### src/rtl/core/blt3_pkg.sv
`timescale 1ns / 1ps
`default_nettype none
// ----------------------------------------------------------------------------
// blt3_pkg: shared types and constants of the 3D line generator
// Coordinate and error widths, field layout of the streams, axis and
// operation codes, and the record passed from the input stage.
// ----------------------------------------------------------------------------
package blt3_pkg;

   // field width on the streams and internal coordinate width
   localparam int FieldBits = 16;
   localparam int CoordBits = 16;
   // twice a distance, and the signed error term
   localparam int DeltaBits = CoordBits + 1;
   localparam int ErrBits   = CoordBits + 3;

   localparam int ReqDataBits = 7 * FieldBits;
   localparam int RspDataBits = 4 * FieldBits;

   // operation codes carried in tuser
   localparam logic OpStart = 1'b0;
   localparam logic OpStep  = 1'b1;

   // axis codes
   typedef enum logic [1:0] {
      AxisX = 2'd0,
      AxisY = 2'd1,
      AxisZ = 2'd2
   } axis_type;

   typedef logic [CoordBits-1:0] coord_type;

   // input stage record: start point, distances and directions
   typedef struct packed {
      logic                     op;
      logic [2:0][CoordBits-1:0] start;
      logic [2:0][CoordBits-1:0] delta;
      logic [2:0]               down;
      logic [FieldBits-1:0]     symbol;
   } prep_type;

endpackage
`default_nettype wire

### src/rtl/core/blt3_prep.sv
`timescale 1ns / 1ps
`default_nettype none
// ----------------------------------------------------------------------------
// blt3_prep: input register of the line generator
// Takes a request transfer, forms the absolute distance and direction of
// each axis, and holds the result until the stepping stage takes it.
// ----------------------------------------------------------------------------
module blt3_prep (
   input  wire logic                              clock,
   input  wire logic                              reset,
   input  wire logic                              in_valid,
   input  wire logic                              in_op,
   input  wire logic [blt3_pkg::ReqDataBits-1:0]  in_data,
   output logic                                   in_ready,
   input  wire logic                              take,     // next stage takes the item
   output logic                                   out_valid,
   output blt3_pkg::prep_type                     out_prep
);

   logic                  valid_ff, valid_in;
   blt3_pkg::prep_type    prep_ff, prep_in;
   logic [2:0][blt3_pkg::CoordBits-1:0] s, e;

   assign in_ready = !valid_ff || take;

   // unpack endpoints and build distances
   always_comb begin
      for (int k = 0; k < 3; k++) begin
         s[k] = blt3_pkg::CoordBits'(in_data[k*blt3_pkg::FieldBits +: blt3_pkg::FieldBits]);
         e[k] = blt3_pkg::CoordBits'(in_data[(k+3)*blt3_pkg::FieldBits +: blt3_pkg::FieldBits]);
      end
      prep_in.op     = in_op;
      prep_in.start  = s;
      prep_in.symbol = in_data[6*blt3_pkg::FieldBits +: blt3_pkg::FieldBits];
      for (int k = 0; k < 3; k++) begin
         prep_in.down[k]  = e[k] < s[k];
         prep_in.delta[k] = prep_in.down[k] ? (s[k] - e[k]) : (e[k] - s[k]);
      end
   end

   // valid tracks what is held
   always_comb begin
      valid_in = valid_ff;
      if (in_valid && in_ready) begin
         valid_in = 1'b1;
      end else if (take) begin
         valid_in = 1'b0;
      end
   end

   always_ff @(posedge clock) begin
      if (reset) begin
         valid_ff <= 1'b0;
      end else begin
         valid_ff <= valid_in;
      end
   end

   always_ff @(posedge clock) begin
      if (in_valid && in_ready) begin
         prep_ff <= prep_in;
      end
   end

   assign out_valid = valid_ff;
   assign out_prep  = prep_ff;

endmodule
`default_nettype wire

### src/rtl/core/blt3_step.sv
`timescale 1ns / 1ps
`default_nettype none
// ----------------------------------------------------------------------------
// blt3_step: line state and result register
// Starts a line (major axis, error terms, step count) or advances it by
// one point, and loads the emitted point into the result register.
// ----------------------------------------------------------------------------
module blt3_step (
   input  wire logic                              clock,
   input  wire logic                              reset,
   input  wire logic                              in_valid,
   input  wire blt3_pkg::prep_type                in_prep,
   output logic                                   take,
   output logic                                   out_valid,
   input  wire logic                              out_ready,
   output logic [blt3_pkg::RspDataBits-1:0]       out_data,
   output logic                                   out_last
);

   typedef logic signed [blt3_pkg::ErrBits-1:0]   err_type;
   typedef logic [blt3_pkg::DeltaBits-1:0]        tdelta_type;

   // line state
   logic [2:0][blt3_pkg::CoordBits-1:0] cur_ff, cur_in;
   logic [2:0][blt3_pkg::DeltaBits-1:0] tdelta_ff, tdelta_in;
   logic [2:0]                          down_ff, down_in;
   blt3_pkg::axis_type                  major_ff, major_in;
   err_type                             err_ff [2];
   err_type                             err_in [2];
   blt3_pkg::coord_type                 left_ff, left_in;
   logic [blt3_pkg::FieldBits-1:0]      sym_ff, sym_in;
   logic                                busy_ff, busy_in;

   // result register
   logic                                rvalid_ff, rvalid_in;
   logic [blt3_pkg::RspDataBits-1:0]    rdata_ff, rdata_in;
   logic                                rlast_ff, rlast_in;

   logic                                fire, emit;
   blt3_pkg::axis_type                  smaj, mina, minb, cmina, cminb;
   blt3_pkg::coord_type                 dmaj;
   logic [1:0]                          pos;
   logic [2:0]                          move;
   blt3_pkg::coord_type                 left_dec;

   // minor axes of a given major axis, in axis order
   function automatic blt3_pkg::axis_type minor_lo(input blt3_pkg::axis_type m);
      return (m == blt3_pkg::AxisX) ? blt3_pkg::AxisY : blt3_pkg::AxisX;
   endfunction

   function automatic blt3_pkg::axis_type minor_hi(input blt3_pkg::axis_type m);
      return (m == blt3_pkg::AxisZ) ? blt3_pkg::AxisY : blt3_pkg::AxisZ;
   endfunction

   function automatic err_type ext(input tdelta_type v);
      return err_type'({2'b00, v});
   endfunction

   assign take = !rvalid_ff || out_ready;
   assign fire = take && in_valid;

   // major axis of a new line: x on ties, then y, else z
   always_comb begin
      if (in_prep.delta[0] >= in_prep.delta[1] && in_prep.delta[0] >= in_prep.delta[2]) begin
         smaj = blt3_pkg::AxisX;
      end else if (in_prep.delta[1] >= in_prep.delta[2]) begin
         smaj = blt3_pkg::AxisY;
      end else begin
         smaj = blt3_pkg::AxisZ;
      end
      mina = minor_lo(smaj);
      minb = minor_hi(smaj);
      dmaj = in_prep.delta[smaj];
   end

   // one step of the running line
   always_comb begin
      cmina    = minor_lo(major_ff);
      cminb    = minor_hi(major_ff);
      pos[0]   = err_ff[0] > 0;
      pos[1]   = err_ff[1] > 0;
      left_dec = left_ff - 1'b1;
      for (int a = 0; a < 3; a++) begin
         move[a] = (major_ff == blt3_pkg::axis_type'(a))
                || (pos[0] && cmina == blt3_pkg::axis_type'(a))
                || (pos[1] && cminb == blt3_pkg::axis_type'(a));
      end
   end

   // next state
   always_comb begin
      cur_in    = cur_ff;
      tdelta_in = tdelta_ff;
      down_in   = down_ff;
      major_in  = major_ff;
      err_in[0] = err_ff[0];
      err_in[1] = err_ff[1];
      left_in   = left_ff;
      sym_in    = sym_ff;
      busy_in   = busy_ff;
      emit      = 1'b0;
      if (fire) begin
         if (in_prep.op == blt3_pkg::OpStart) begin
            emit     = 1'b1;
            cur_in   = in_prep.start;
            down_in  = in_prep.down;
            major_in = smaj;
            sym_in   = in_prep.symbol;
            left_in  = dmaj;
            busy_in  = dmaj != '0;
            for (int k = 0; k < 3; k++) begin
               tdelta_in[k] = {in_prep.delta[k], 1'b0};
            end
            err_in[0] = ext({in_prep.delta[mina], 1'b0}) - ext({1'b0, dmaj});
            err_in[1] = ext({in_prep.delta[minb], 1'b0}) - ext({1'b0, dmaj});
         end else if (busy_ff) begin
            emit = 1'b1;
            for (int a = 0; a < 3; a++) begin
               if (move[a]) begin
                  cur_in[a] = down_ff[a] ? (cur_ff[a] - 1'b1) : (cur_ff[a] + 1'b1);
               end
            end
            err_in[0] = err_ff[0] - (pos[0] ? ext(tdelta_ff[major_ff]) : '0)
                      + ext(tdelta_ff[cmina]);
            err_in[1] = err_ff[1] - (pos[1] ? ext(tdelta_ff[major_ff]) : '0)
                      + ext(tdelta_ff[cminb]);
            left_in   = left_dec;
            busy_in   = left_dec != '0;
         end
      end
   end

   // result register load
   always_comb begin
      rvalid_in = rvalid_ff;
      rdata_in  = rdata_ff;
      rlast_in  = rlast_ff;
      if (take) begin
         rvalid_in = emit;
      end
      if (emit) begin
         rdata_in = {sym_in,
                     blt3_pkg::FieldBits'(cur_in[2]),
                     blt3_pkg::FieldBits'(cur_in[1]),
                     blt3_pkg::FieldBits'(cur_in[0])};
         rlast_in = !busy_in;
      end
   end

   always_ff @(posedge clock) begin
      if (reset) begin
         busy_ff   <= 1'b0;
         rvalid_ff <= 1'b0;
      end else begin
         busy_ff   <= busy_in;
         rvalid_ff <= rvalid_in;
      end
   end

   always_ff @(posedge clock) begin
      cur_ff    <= cur_in;
      tdelta_ff <= tdelta_in;
      down_ff   <= down_in;
      major_ff  <= major_in;
      err_ff[0] <= err_in[0];
      err_ff[1] <= err_in[1];
      left_ff   <= left_in;
      sym_ff    <= sym_in;
      rdata_ff  <= rdata_in;
      rlast_ff  <= rlast_in;
   end

   assign out_valid = rvalid_ff;
   assign out_data  = rdata_ff;
   assign out_last  = rlast_ff;

endmodule
`default_nettype wire

### src/rtl/core/bresenham_line_3d.sv
`timescale 1ns / 1ps
`default_nettype none
// ----------------------------------------------------------------------------
// bresenham_line_3d: 3D Bresenham voxel line generator
// Request channel (req_): tuser selects start (0) or step (1); a start
// transfer carries both endpoints and a tile symbol in tdata.
// Result channel (rsp_): one point per start, and one per step while a
// line is running; tlast marks the line's end point. A step with no line
// running gives no result.
// From request transfer to result valid, a request passes the input
// register, then the stepping stage loads the result register.
// Throughput: one request per cycle while results are taken; error terms
// update with a couple of adds and compares per cycle in the stepping stage.
// When the receiver stalls, the result register holds and the input
// register fills; req_tready then drops until the result is taken.
// Reset clears the valid flags and ends any running line; no result is
// produced until a new request arrives.
// ----------------------------------------------------------------------------
module bresenham_line_3d (
   input  wire logic         clock,
   input  wire logic         reset,
   input  wire logic         req_tvalid,
   output logic              req_tready,
   // x_start, y_start, z_start, x_end, y_end, z_end, symbol (lowest first)
   input  wire logic [111:0] req_tdata,
   // op
   input  wire logic [0:0]   req_tuser,
   output logic              rsp_tvalid,
   input  wire logic         rsp_tready,
   // pt_x, pt_y, pt_z, mark (lowest first)
   output logic [63:0]       rsp_tdata,
   output logic              rsp_tlast
);

   logic               prep_valid;
   logic               take;
   blt3_pkg::prep_type prep;

   // input register and distance stage
   blt3_prep u_prep (
      .clock     (clock),
      .reset     (reset),
      .in_valid  (req_tvalid),
      .in_op     (req_tuser[0]),
      .in_data   (req_tdata),
      .in_ready  (req_tready),
      .take      (take),
      .out_valid (prep_valid),
      .out_prep  (prep)
   );

   // line state and result register
   blt3_step u_step (
      .clock     (clock),
      .reset     (reset),
      .in_valid  (prep_valid),
      .in_prep   (prep),
      .take      (take),
      .out_valid (rsp_tvalid),
      .out_ready (rsp_tready),
      .out_data  (rsp_tdata),
      .out_last  (rsp_tlast)
   );

endmodule
`default_nettype wire

### config.mk
export PLATFORM = sky130hd
export DESIGN_NAME = bresenham_line_3d
export DESIGN_NICKNAME = d
export VERILOG_FILES = /design/src/rtl/core/blt3_pkg.sv /design/src/rtl/core/blt3_prep.sv /design/src/rtl/core/blt3_step.sv /design/src/rtl/core/bresenham_line_3d.sv
export SDC_FILE = /design/constraint.sdc
export NUM_CORES = 1
export LEC_CHECK = 0
export BUFFER_PORTS_ARGS = -buffer_cell sky130_fd_sc_hd__buf_2
export CAP_MARGIN = 5
export CORE_ASPECT_RATIO = 2
export CORE_MARGIN = 1.5
export CORE_UTILIZATION = 55
export CTS_BUF_LIST = sky130_fd_sc_hd__clkbuf_4 sky130_fd_sc_hd__clkbuf_8 sky130_fd_sc_hd__clkbuf_16
export CTS_CLUSTER_SIZE = 16
export DETAILED_ROUTE_END_ITERATION = 10
export PLACE_DENSITY = 0.74
export SLEW_MARGIN = 25
export SYNTH_ARGS = -nofsm -noshare
export SYNTH_HDL_FRONTEND = slang
export SYNTH_SLANG_ARGS = --single-unit
### constraint.sdc
create_clock -name clock -period 5.85 [get_ports clock]
set_clock_uncertainty 0.05 [all_clocks]
set_input_delay 0.2925 -clock clock [delete_from_list [all_inputs] [get_ports clock]]
set_output_delay 0.2925 -clock clock [all_outputs]
set_load 0.05 [all_outputs]
### After elaboration in Yosys (flattened, before gate mapping)

Memories as Yosys holds them, arrays and structs flattened.
Cells that the tools add are included.

* logic and storage cells: 143
* output and inout bits: 67
* register bits after elaboration: 317
* memories kept: 1
* bits in writable memories: 38
* bits of input ports: 117

* multiplexer cells: 47
* $add $sub $neg: 19
* reductions and logical operators: 29
* bitwise gates (word level): 1
* order comparisons: 14
* eq/ne operators: 8

Memory list
* u_step.err_ff: depth 2, width 19, rd ports 2, clocked after Yosys merged registers in 0, write ports 2, line blt3_step.sv:28 `err_type err_ff [2];`

Operators by type and width (count)
* $mux W16: 16
* $mux W48: 3
* $mux W38: 3
* $bmux W17 S2: 3
* $bmux W16 S2: 3
* $sub A16 B16 Y16: 6
* $mux W17: 5
* $sub A16 B1 Y16 const B: 4
* $add A16 B1 Y16 const B: 3
* $ge A16 B16 Y1: 3
* $lt A16 B16 Y1: 3
* $add A19 B17 Y19: 2
* $gt A19 B1 Y1 const B: 2
* $sub A19 B17 Y19: 2
* $sub A17 B16 Y18: 2
* $reduce_bool A16 Y1: 2
* $lt A2 B3 Y1 const B: 6
* $mux W1: 10
* $logic_and A1 B1 Y1: 9
* $eq A2 B2 Y1 const B: 4
* $logic_not A2 Y1: 4
* $logic_or A1 B1 Y1: 8
* $mux W2: 4
* $eq A2 B1 Y1 const B: 3
* other kinds (5): 8

### Depth between registers and ports, before layout

Gate-level depths: netlist (run 1).

* word-level depth: 10
* gate-level depth with buffers: 24
* gate-level depth less buffers: 22

### Hierarchy

From an unflattened synthesis (run 1), not the netlist that was laid out.

* cell total of the unflattened synthesis: 2666
* area total of the unflattened synthesis: 25587.0 µm²

Modules (own cells, without submodules)
* blt3_step: cells each 1889, times used 1, seq. area each 6456.2 µm², area an instance 17400.4 µm²
* blt3_prep: cells each 777, times used 1, seq. area each 3503.4 µm², area an instance 8186.6 µm²

### Worst setup path before layout (run 1)

No wires, ideal clock.

* path type: register -> register
* start point: reg u_step.major_ff[1]
* end point: mem u_step.err_ff[0][36] (netlist name) (data pin)
* path buffers: 2
* data required time: 5.546 ns
* cell stages (with the launch flop): 20
* clock period less this slack: 4.814 ns
* library setup time: 0.254 ns
* arrival time: 4.510 ns
* slack: 1.036 ns
* cells stage by stage: edfxtp_1 -> clkbuf_1 -> clkbuf_1 -> mux2i_1 -> nor2_1 -> a21oi_1 -> nor2_1 -> fa_1 -> inv_1 -> fa_1 -> a21o_1 -> a21o_1 -> a2111oi_0 -> or3_1 -> o2111ai_1 -> o211ai_1 -> o21a_1 -> o21ai_0 -> xor2_1 -> a21o_1

RTL lines
* from (decl): line blt3_step.sv:27 `blt3_pkg::axis_type major_ff, major_in;`
* from (signal assigned): line blt3_step.sv:164 `major_ff <= major_in;`
* to (decl): line blt3_step.sv:28

==> results.md, run 1 <==
- Status: finished, final reports clean
- GR peak layer: met2
- Critical R2R Launch: u_prep.out_prep[40]
- First-pass GRT wire length: 121000 um
- Initial drt markers: 1386
- Crit. End Element: register
- Count of cell types in the netlist: 81
- Die width: 154 um
- I/O Pins: 184
- Vias in the first global route: 21200
- Ys Warns: 0
- Met1 Usage GRT: 33.4%
- Arrival @ worst endpoint: 5550 ps
- Static leakage: 12.5 nW
- Row count: 110
- Fill cell count: 3697
- Root Buffer: clkbuf_16
- Top cells by area, synth: edfxtp_1 (34%), ha_1 (12%), dfxtp_1 (5.3%), a21oi_1 (4.5%), inv_1 (3.6%)
- Hold_sp: rsp_tready
- Ys flop type: edfxtp_1
- Hold path depth: 3
- Max Slew Vio Count: 0
- Worst slew pin tran: 1040 ps
- Reg2reg end: u_step.err_ff[0][35]
- Clock tree sinks: 354
- Total Routed Length: 79900 um
- Final TNS setup: 0 ps
- Setup repair bufs after CTS: 0
- GRT Overall Usage: 34.2%
- Htree depth: 2
- MaxCap Viol Count: 0
- Initial Util: 55.8%
- Post-DRT Antenna Nets: 0
- Fmax: 188 MHz
- Seq/Total Area, Yosys: 39.7%
- Final worst path period share: 91.0%
- Cells after Synth: 2574
- Largest net degree at the start of global routing: 135
- DP Wirelength: 61300 um
- Number of synthesized flops with an enable pin: 287
- Synth area leader: edfxtp_1
- Pre-CTS WS: 565 ps
- Syn Nets: 2983
- Kind of critical path: register to register
- R2R cell count: 23
- Clk slew on worst S/H paths: 70 ps
- Worst path required time: 6080 ps
- Hold WS: 38.8 ps
- Clock Path Buffers: 3
- Die ar.: 47000 um2
- Worst R2R Setup Slack: 520 ps
- RSZ-0062 raised after global routing: false
- Core area: 45000 um2
- Syn_area_per_cell: 9.75 um2
- Area grow syn2layout: 14.2%
- Die height: 305 um
- Synthesized cell area: 25100 um2
- Hold endpoint: u_step.out_valid
- Placer Congestion: 1.08
- CP max FO: 12
- Inserted Clock Buffers: 35
- Max VDD drop: 0.310 mV
- GRT overflow: 0
- Worst setup margin: 524 ps
- WL per Instance: 23.5 um
- Power Density: 406 nW/um2
- Most common cell in the netlist: edfxtp_1
- Hold Crit Class: primary input to register
- Commonest cells in the netlist: edfxtp_1 (287), ha_1 (247), inv_1 (244), a21oi_1 (228), nand2_1 (224)
- Hold Vio Cnt, Final: 0
- Share of post-route cells with drive strength above 1: 12.4%
- Via density: 6.10
- Final Setup Violations: 0
- Drt pass-1 iters: 6
- Port bufs: 183
- Vias: 20800
- Rel. slew slack: 29.9%
- Final #Nets: 3223
- Synth Register Bits: 354
- Residual DRC: 0
- Crit start category: register
- Initial antenna violation count: 4
- Tmin final: 5330 ps
- Grt met2 use: 62.5%
- Skew-Pair Late Insertion Delay: 560 ps
- GR Util met3: 4.01%
- Synth top area share: 34.3%
- TritonCTS clock tree: yes
- Ys async rst share: 0%
==> stage by stage <==
step | power (mW) | cells | utilization [%] | area [um2]
2_1_floorplan | 7.37 | 2574 | - | 25100
6_report | 11.6 | 3402 | 63.7 | 28700
3_5_place_dp | 9.04 | 3270 | 59.4 | 26700
5_1_grt | 12.3 | 3402 | 63.7 | 28700
4_1_cts | 11.6 | 3401 | 63.7 | 28700
3_3_place_gp | 8.92 | 3270 | 59.4 | 26700
==> worst max-delay path by stage <==
stage	depth (start not counted)	slack, ps	endpoint	from
floorplan	19	1040	u_step.err_ff[0][36]	u_step.major_ff[1]
global placement	16	650	u_step.err_ff[0][35]	u_prep.out_prep[34]
detailed placement	16	570	u_step.err_ff[0][35]	u_prep.out_prep[34]
CTS	16	540	u_step.err_ff[0][35]	u_prep.out_prep[34]
global route	23	70	u_step.err_ff[0][35]	u_prep.out_prep[41]
finish	23	520	u_step.err_ff[0][35]	u_prep.out_prep[40]
==> metal layers <==
metal,vias up,wire length (um)
met4,0,8230
met2,745,41500
li1,9799,-
met1,9933,26800
met3,279,3400
met5,-,0
==> power by group <==
group	internal (mW)	leakage, nW	switching (mW)
registers	3.19	3.27	0.246
logic	2.31	8.65	3.42
clock network	1.43	0.614	1.04
total	6.93	12.5	4.71
==> logic make-up (layout without fill, tap and decap cells) <==
family,Yosys count,count (layout),share of synthesized area (%)
adders and majority gates,292,292,15.9
other,0,1,0
buffers and inverters,337,604,5.13
AOI/OAI and AO/OA,723,723,18.0
xor gates and xnor gates,141,141,4.92
muxes,121,121,5.05
and+or+nand+nor,606,606,11.3
DFF,354,354,39.7
==> worst max-delay path, cell delays in order (launching register included) <==
cell and delay (ps):
edfxtp_1 460, inv_1 160, ha_1 260, and4_1 220
a221oi_1 270, o21ai_1 140, a211oi_2 340, nor2_4 150
or2_1 300, buf_4 180, nor2_1 110, a21o_1 130
inv_1 70, fa_1 450, nor2b_1 110, o21ai_0 130
a21boi_0 290, o21ai_0 160, a21oi_1 260, a31oi_1 190
o21bai_1 210, a41oi_1 170, xor2_1 140, o21ai_0 90
==> layout by cell type (no fill, tap or decap), drive strengths merged, types with 27 or more instances in the layout <==
cell,Yosys,final
xor2,50,50
xnor2,91,91
fa,45,45
a211oi,27,27
buf,15,228
o22ai,71,71
nor2,129,129
a21oi,230,230
inv,245,248
ha,247,247
edfxtp,287,287
nand2,224,224
a31oi,30,30
dlygate4sd3,0,67
clkbuf,77,39
nor2b,38,38
mux2,41,41
nand3,46,46
mux2i,80,80
dfxtp,67,67
a21o,80,80
nor3,42,42
o21ai,152,152
==> flip-flops by register name, summed over array words and instances (netlist names), named ones only <==
name and count:
u_prep.out_prep 116, u_prep.out_valid 1, u_step.busy_ff 1, u_step.cur_ff 48, u_step.down_ff 3, u_step.err_ff 36
u_step.left_ff 16, u_step.major_ff 2, u_step.out_data 64, u_step.out_last 1, u_step.out_valid 1, u_step.sym_ff 16
u_step.tdelta_ff 48
==> repair_timing <==
action	in CTS	in global routing
hold buffers	67	0
resized for setup	0	0
hold endpoints to repair	68	0
==> layout make-up <==
type                    count  area, um2  area share [%]
repair buffers            295       1970            6.86
clock inverters            25        310            1.08
diodes                      1       2.50         0.00873
flip-flops and latches    354       9960            34.7
inverters                 245        922            3.22
multi-input cells        1883      13900            48.4
clock buffers              39        930            3.24
well taps                 560        701            2.44
Power figures use the tool's default switching activity.
==> run 2, diff against run 1 <==
--- a/config.mk
+++ b/config.mk
@@ -13,6 +13,7 @@
 export CTS_BUF_LIST = sky130_fd_sc_hd__clkbuf_4 sky130_fd_sc_hd__clkbuf_8 sky130_fd_sc_hd__clkbuf_16
 export CTS_CLUSTER_SIZE = 16
 export DETAILED_ROUTE_END_ITERATION = 10
+export MAX_ROUTING_LAYER = met4
 export PLACE_DENSITY = 0.74
 export SLEW_MARGIN = 25
 export SYNTH_ARGS = -nofsm -noshare
==> results.md, run 2 (synthesis results as in run 1) <==
- Max FFs per register: 116 (unchanged)
- Share of post-route cells with drive strength above 1: 12.6% (+0.16 points)
- Die width: 154 um (unchanged)
- Placed cell area: 26800 um2 (+0.19%)
- Hold Crit Class: primary input to register
- First-pass GRT wire length: 123000 um (+1.6%)
- Via density: 6.08 (-0.28%)
- Power Density: 401 nW/um2 (-1.2%)
- Clock tree sinks: 354 (unchanged)
- Power Total: 11.5 mW (-1.2%)
- Final TNS setup: 0 ps (unchanged)
- Final Setup Violations: 0 (unchanged)
- Final worst path period share: 90.9% (-0.091 points)
- Crit start category: register
- CP max FO: 17 (+5)
- TritonCTS clock tree: yes
- Row count: 110 (unchanged)
- Arrival @ worst endpoint: 5550 ps (about the same)
- Initial drt markers: 1115 (-20%)
- Clock Path Buffers: 3 (unchanged)
- GR Util met3: 3.78% (-0.23 points)
- Max VDD drop: 0.288 mV (-6.9%)
- Pre-CTS WS: 609 ps (+44.0 ps)
- Residual DRC: 0 (unchanged)
- Critical R2R Launch: u_prep.out_prep[35]
- Core area: 45000 um2 (unchanged)
- Die ar.: 47000 um2 (unchanged)
- Initial antenna violation count: 3 (-1)
- Grt met2 use: 64.1% (+1.6 points)
- R2R cell count: 22 (-4.3%)
- Met1 Usage GRT: 33.0% (-0.38 points)
- Crit. End Element: register
- Status: finished, final reports clean
- Static leakage: 12.5 nW (about the same)
- Fmax: 188 MHz (+0.10%)
- Worst path required time: 6080 ps (about the same)
- Hold path depth: 3 (unchanged)
- Worst slew pin tran: 998 ps (-43.2 ps)
- GR peak layer: met2
- GRT overflow: 0 (unchanged)
- Switching power: 4.68 mW (-0.63%)
- Worst R2R Setup Slack: 530 ps (about the same)
- Leading cell type in the layout, fill and taps excluded: edfxtp_1
- Clock share of power: 20.3% (-0.9 points)
- Reg2reg end: u_step.err_ff[0][35]
- Total Routed Length: 81300 um (+1.8%)
- Net Sw Frac: 40.7% (+0.24 points)
- Die height: 305 um (unchanged)
- Port bufs: 183 (unchanged)
- Combinational share of power: 49.8% (+0.5 points)
- Rel. slew slack: 31.6% (+1.7 points)
- Drt pass-1 iters: 5 (-1)
- Htree depth: 2 (unchanged)
- Vias in the first global route: 21700 (+2.1%)
- Largest net degree at the start of global routing: 135 (unchanged)
- Area grow syn2layout: 14.1% (about the same)
- Placed Cells incl. Taps: 3274 (+0.12%)
- RSZ-0062 raised after global routing: false
- Hold endpoint: u_step.out_valid
- I/O Pins: 184 (unchanged)
- Fin area: 28600 um2 (about the same)
- Root Buffer: clkbuf_16
- Clk slew on worst S/H paths: 70 ps (about the same)
- Vias: 20700 (-0.077%)
- Post-DRT Antenna Nets: 0 (unchanged)
- Max Slew Vio Count: 0 (unchanged)
- Final #Nets: 3227 (+0.12%)
- DP Wirelength: 64000 um (+4.3%)
- Hold_sp: rsp_tready
- Placer Congestion: 1.08 (-0.34%)
- Kind of critical path: register to register
- Tmin final: 5320 ps (-5.34 ps)
- Most frequent cells in the layout: edfxtp_1 (287), ha_1 (247), inv_1 (241)
- Cell Int Power: 6.82 mW (-1.6%)
- Initial Util: 55.8% (unchanged)
- Hold Vio Cnt, Final: 0 (unchanged)
- Non-filler cells, final: 3409 (+0.21%)
- WL per Instance: 23.8 um (+1.6%)
- Inserted Clock Buffers: 35 (unchanged)
- MaxCap Viol Count: 0 (unchanged)
- Worst setup margin: 530 ps (+5.34 ps)
- GRT Overall Usage: 35.8% (+1.6 points)
- Seq pwr share: 29.9% (+0.4 points)
- Skew-Pair Late Insertion Delay: 560 ps (about the same)
run 2: metal layers:
layer	vias up	part of all wire (%)	wire (um)
li1	9820	-	-
met1	9891	33	27000
met2	711	52	42300
met3	318	3.8	3080
met4	0	11	8920
met5	-	0	0
run 2: worst max path at each step:
stage	slack [ps]	startpoint	to
final	530	u_prep.out_prep[35]	u_step.err_ff[0][35]
after floorplan	1040	u_step.major_ff[1]	u_step.err_ff[0][36]
after global placement	670	u_prep.out_prep[35]	u_step.err_ff[0][35]
after global routing	160	u_prep.out_prep[57]	u_step.err_ff[0][35]
after detailed placement	610	u_prep.out_prep[35]	u_step.err_ff[0][35]
after CTS	600	u_prep.out_prep[35]	u_step.err_ff[0][35]
run 2: what timing repair did:
| item | 4_1_cts | 5_1_grt |
|---|---|---|
| gates resized for setup | 0 | 0 |
| buffers inserted | 0 | 0 |
| endpoints found under the hold margin | 68 | 0 |
| hold buffers | 67 | 0 |
| endpoints found under the setup margin | 0 | 0 |
run 2: final cells by class:
cell class                 instances  area [um2]
clock inverter                    14         143
multi-input combinational       1883       13900
antenna                            5        12.5
fill                            3757       16400
inverter                         245         922
tap                              560         701
sequential                       354        9960
timing repair buffer             299        2010
clock buffer                      49        1010
run 2: power groups by stage:
stage                     registers [mW]  logic, mW  clock network [mW]
after floorplan                     3.47       3.91                   0
after global placement              3.47       5.51                   0
after detailed placement            3.48       5.60                   0
after CTS                           3.43       5.68                2.35
after global routing                3.46       6.30                2.43
final                               3.43       5.73                2.33
run 2: critical path, cell delays in order, from the launching register on:
cell and delay (ps):
edfxtp_1 490, inv_1 140, ha_1 300, nor2b_1 290
o21ai_1 160, a21oi_2 320, o21ai_4 190, buf_4 260
or2_1 290, nor2_1 120, a21o_1 110, inv_1 60
fa_1 450, nor2b_1 120, o21ai_0 100, a21boi_0 330
o21ai_0 180, a21oi_1 270, a31oi_1 170, o21bai_1 210
a41oi_1 160, xor2_1 150, o21ai_0 90
run 2: metrics by stage:
| step | utilization (%) | hold slack [ps] |
|---|---|---|
| after floorplan | - | 312 |
| after global placement | 59.5 | 351 |
| after detailed placement | 59.5 | 360 |
| after CTS | 63.6 | 5.00 |
| after global routing | 63.6 | 51.3 |
| final | 63.6 | 17.1 |
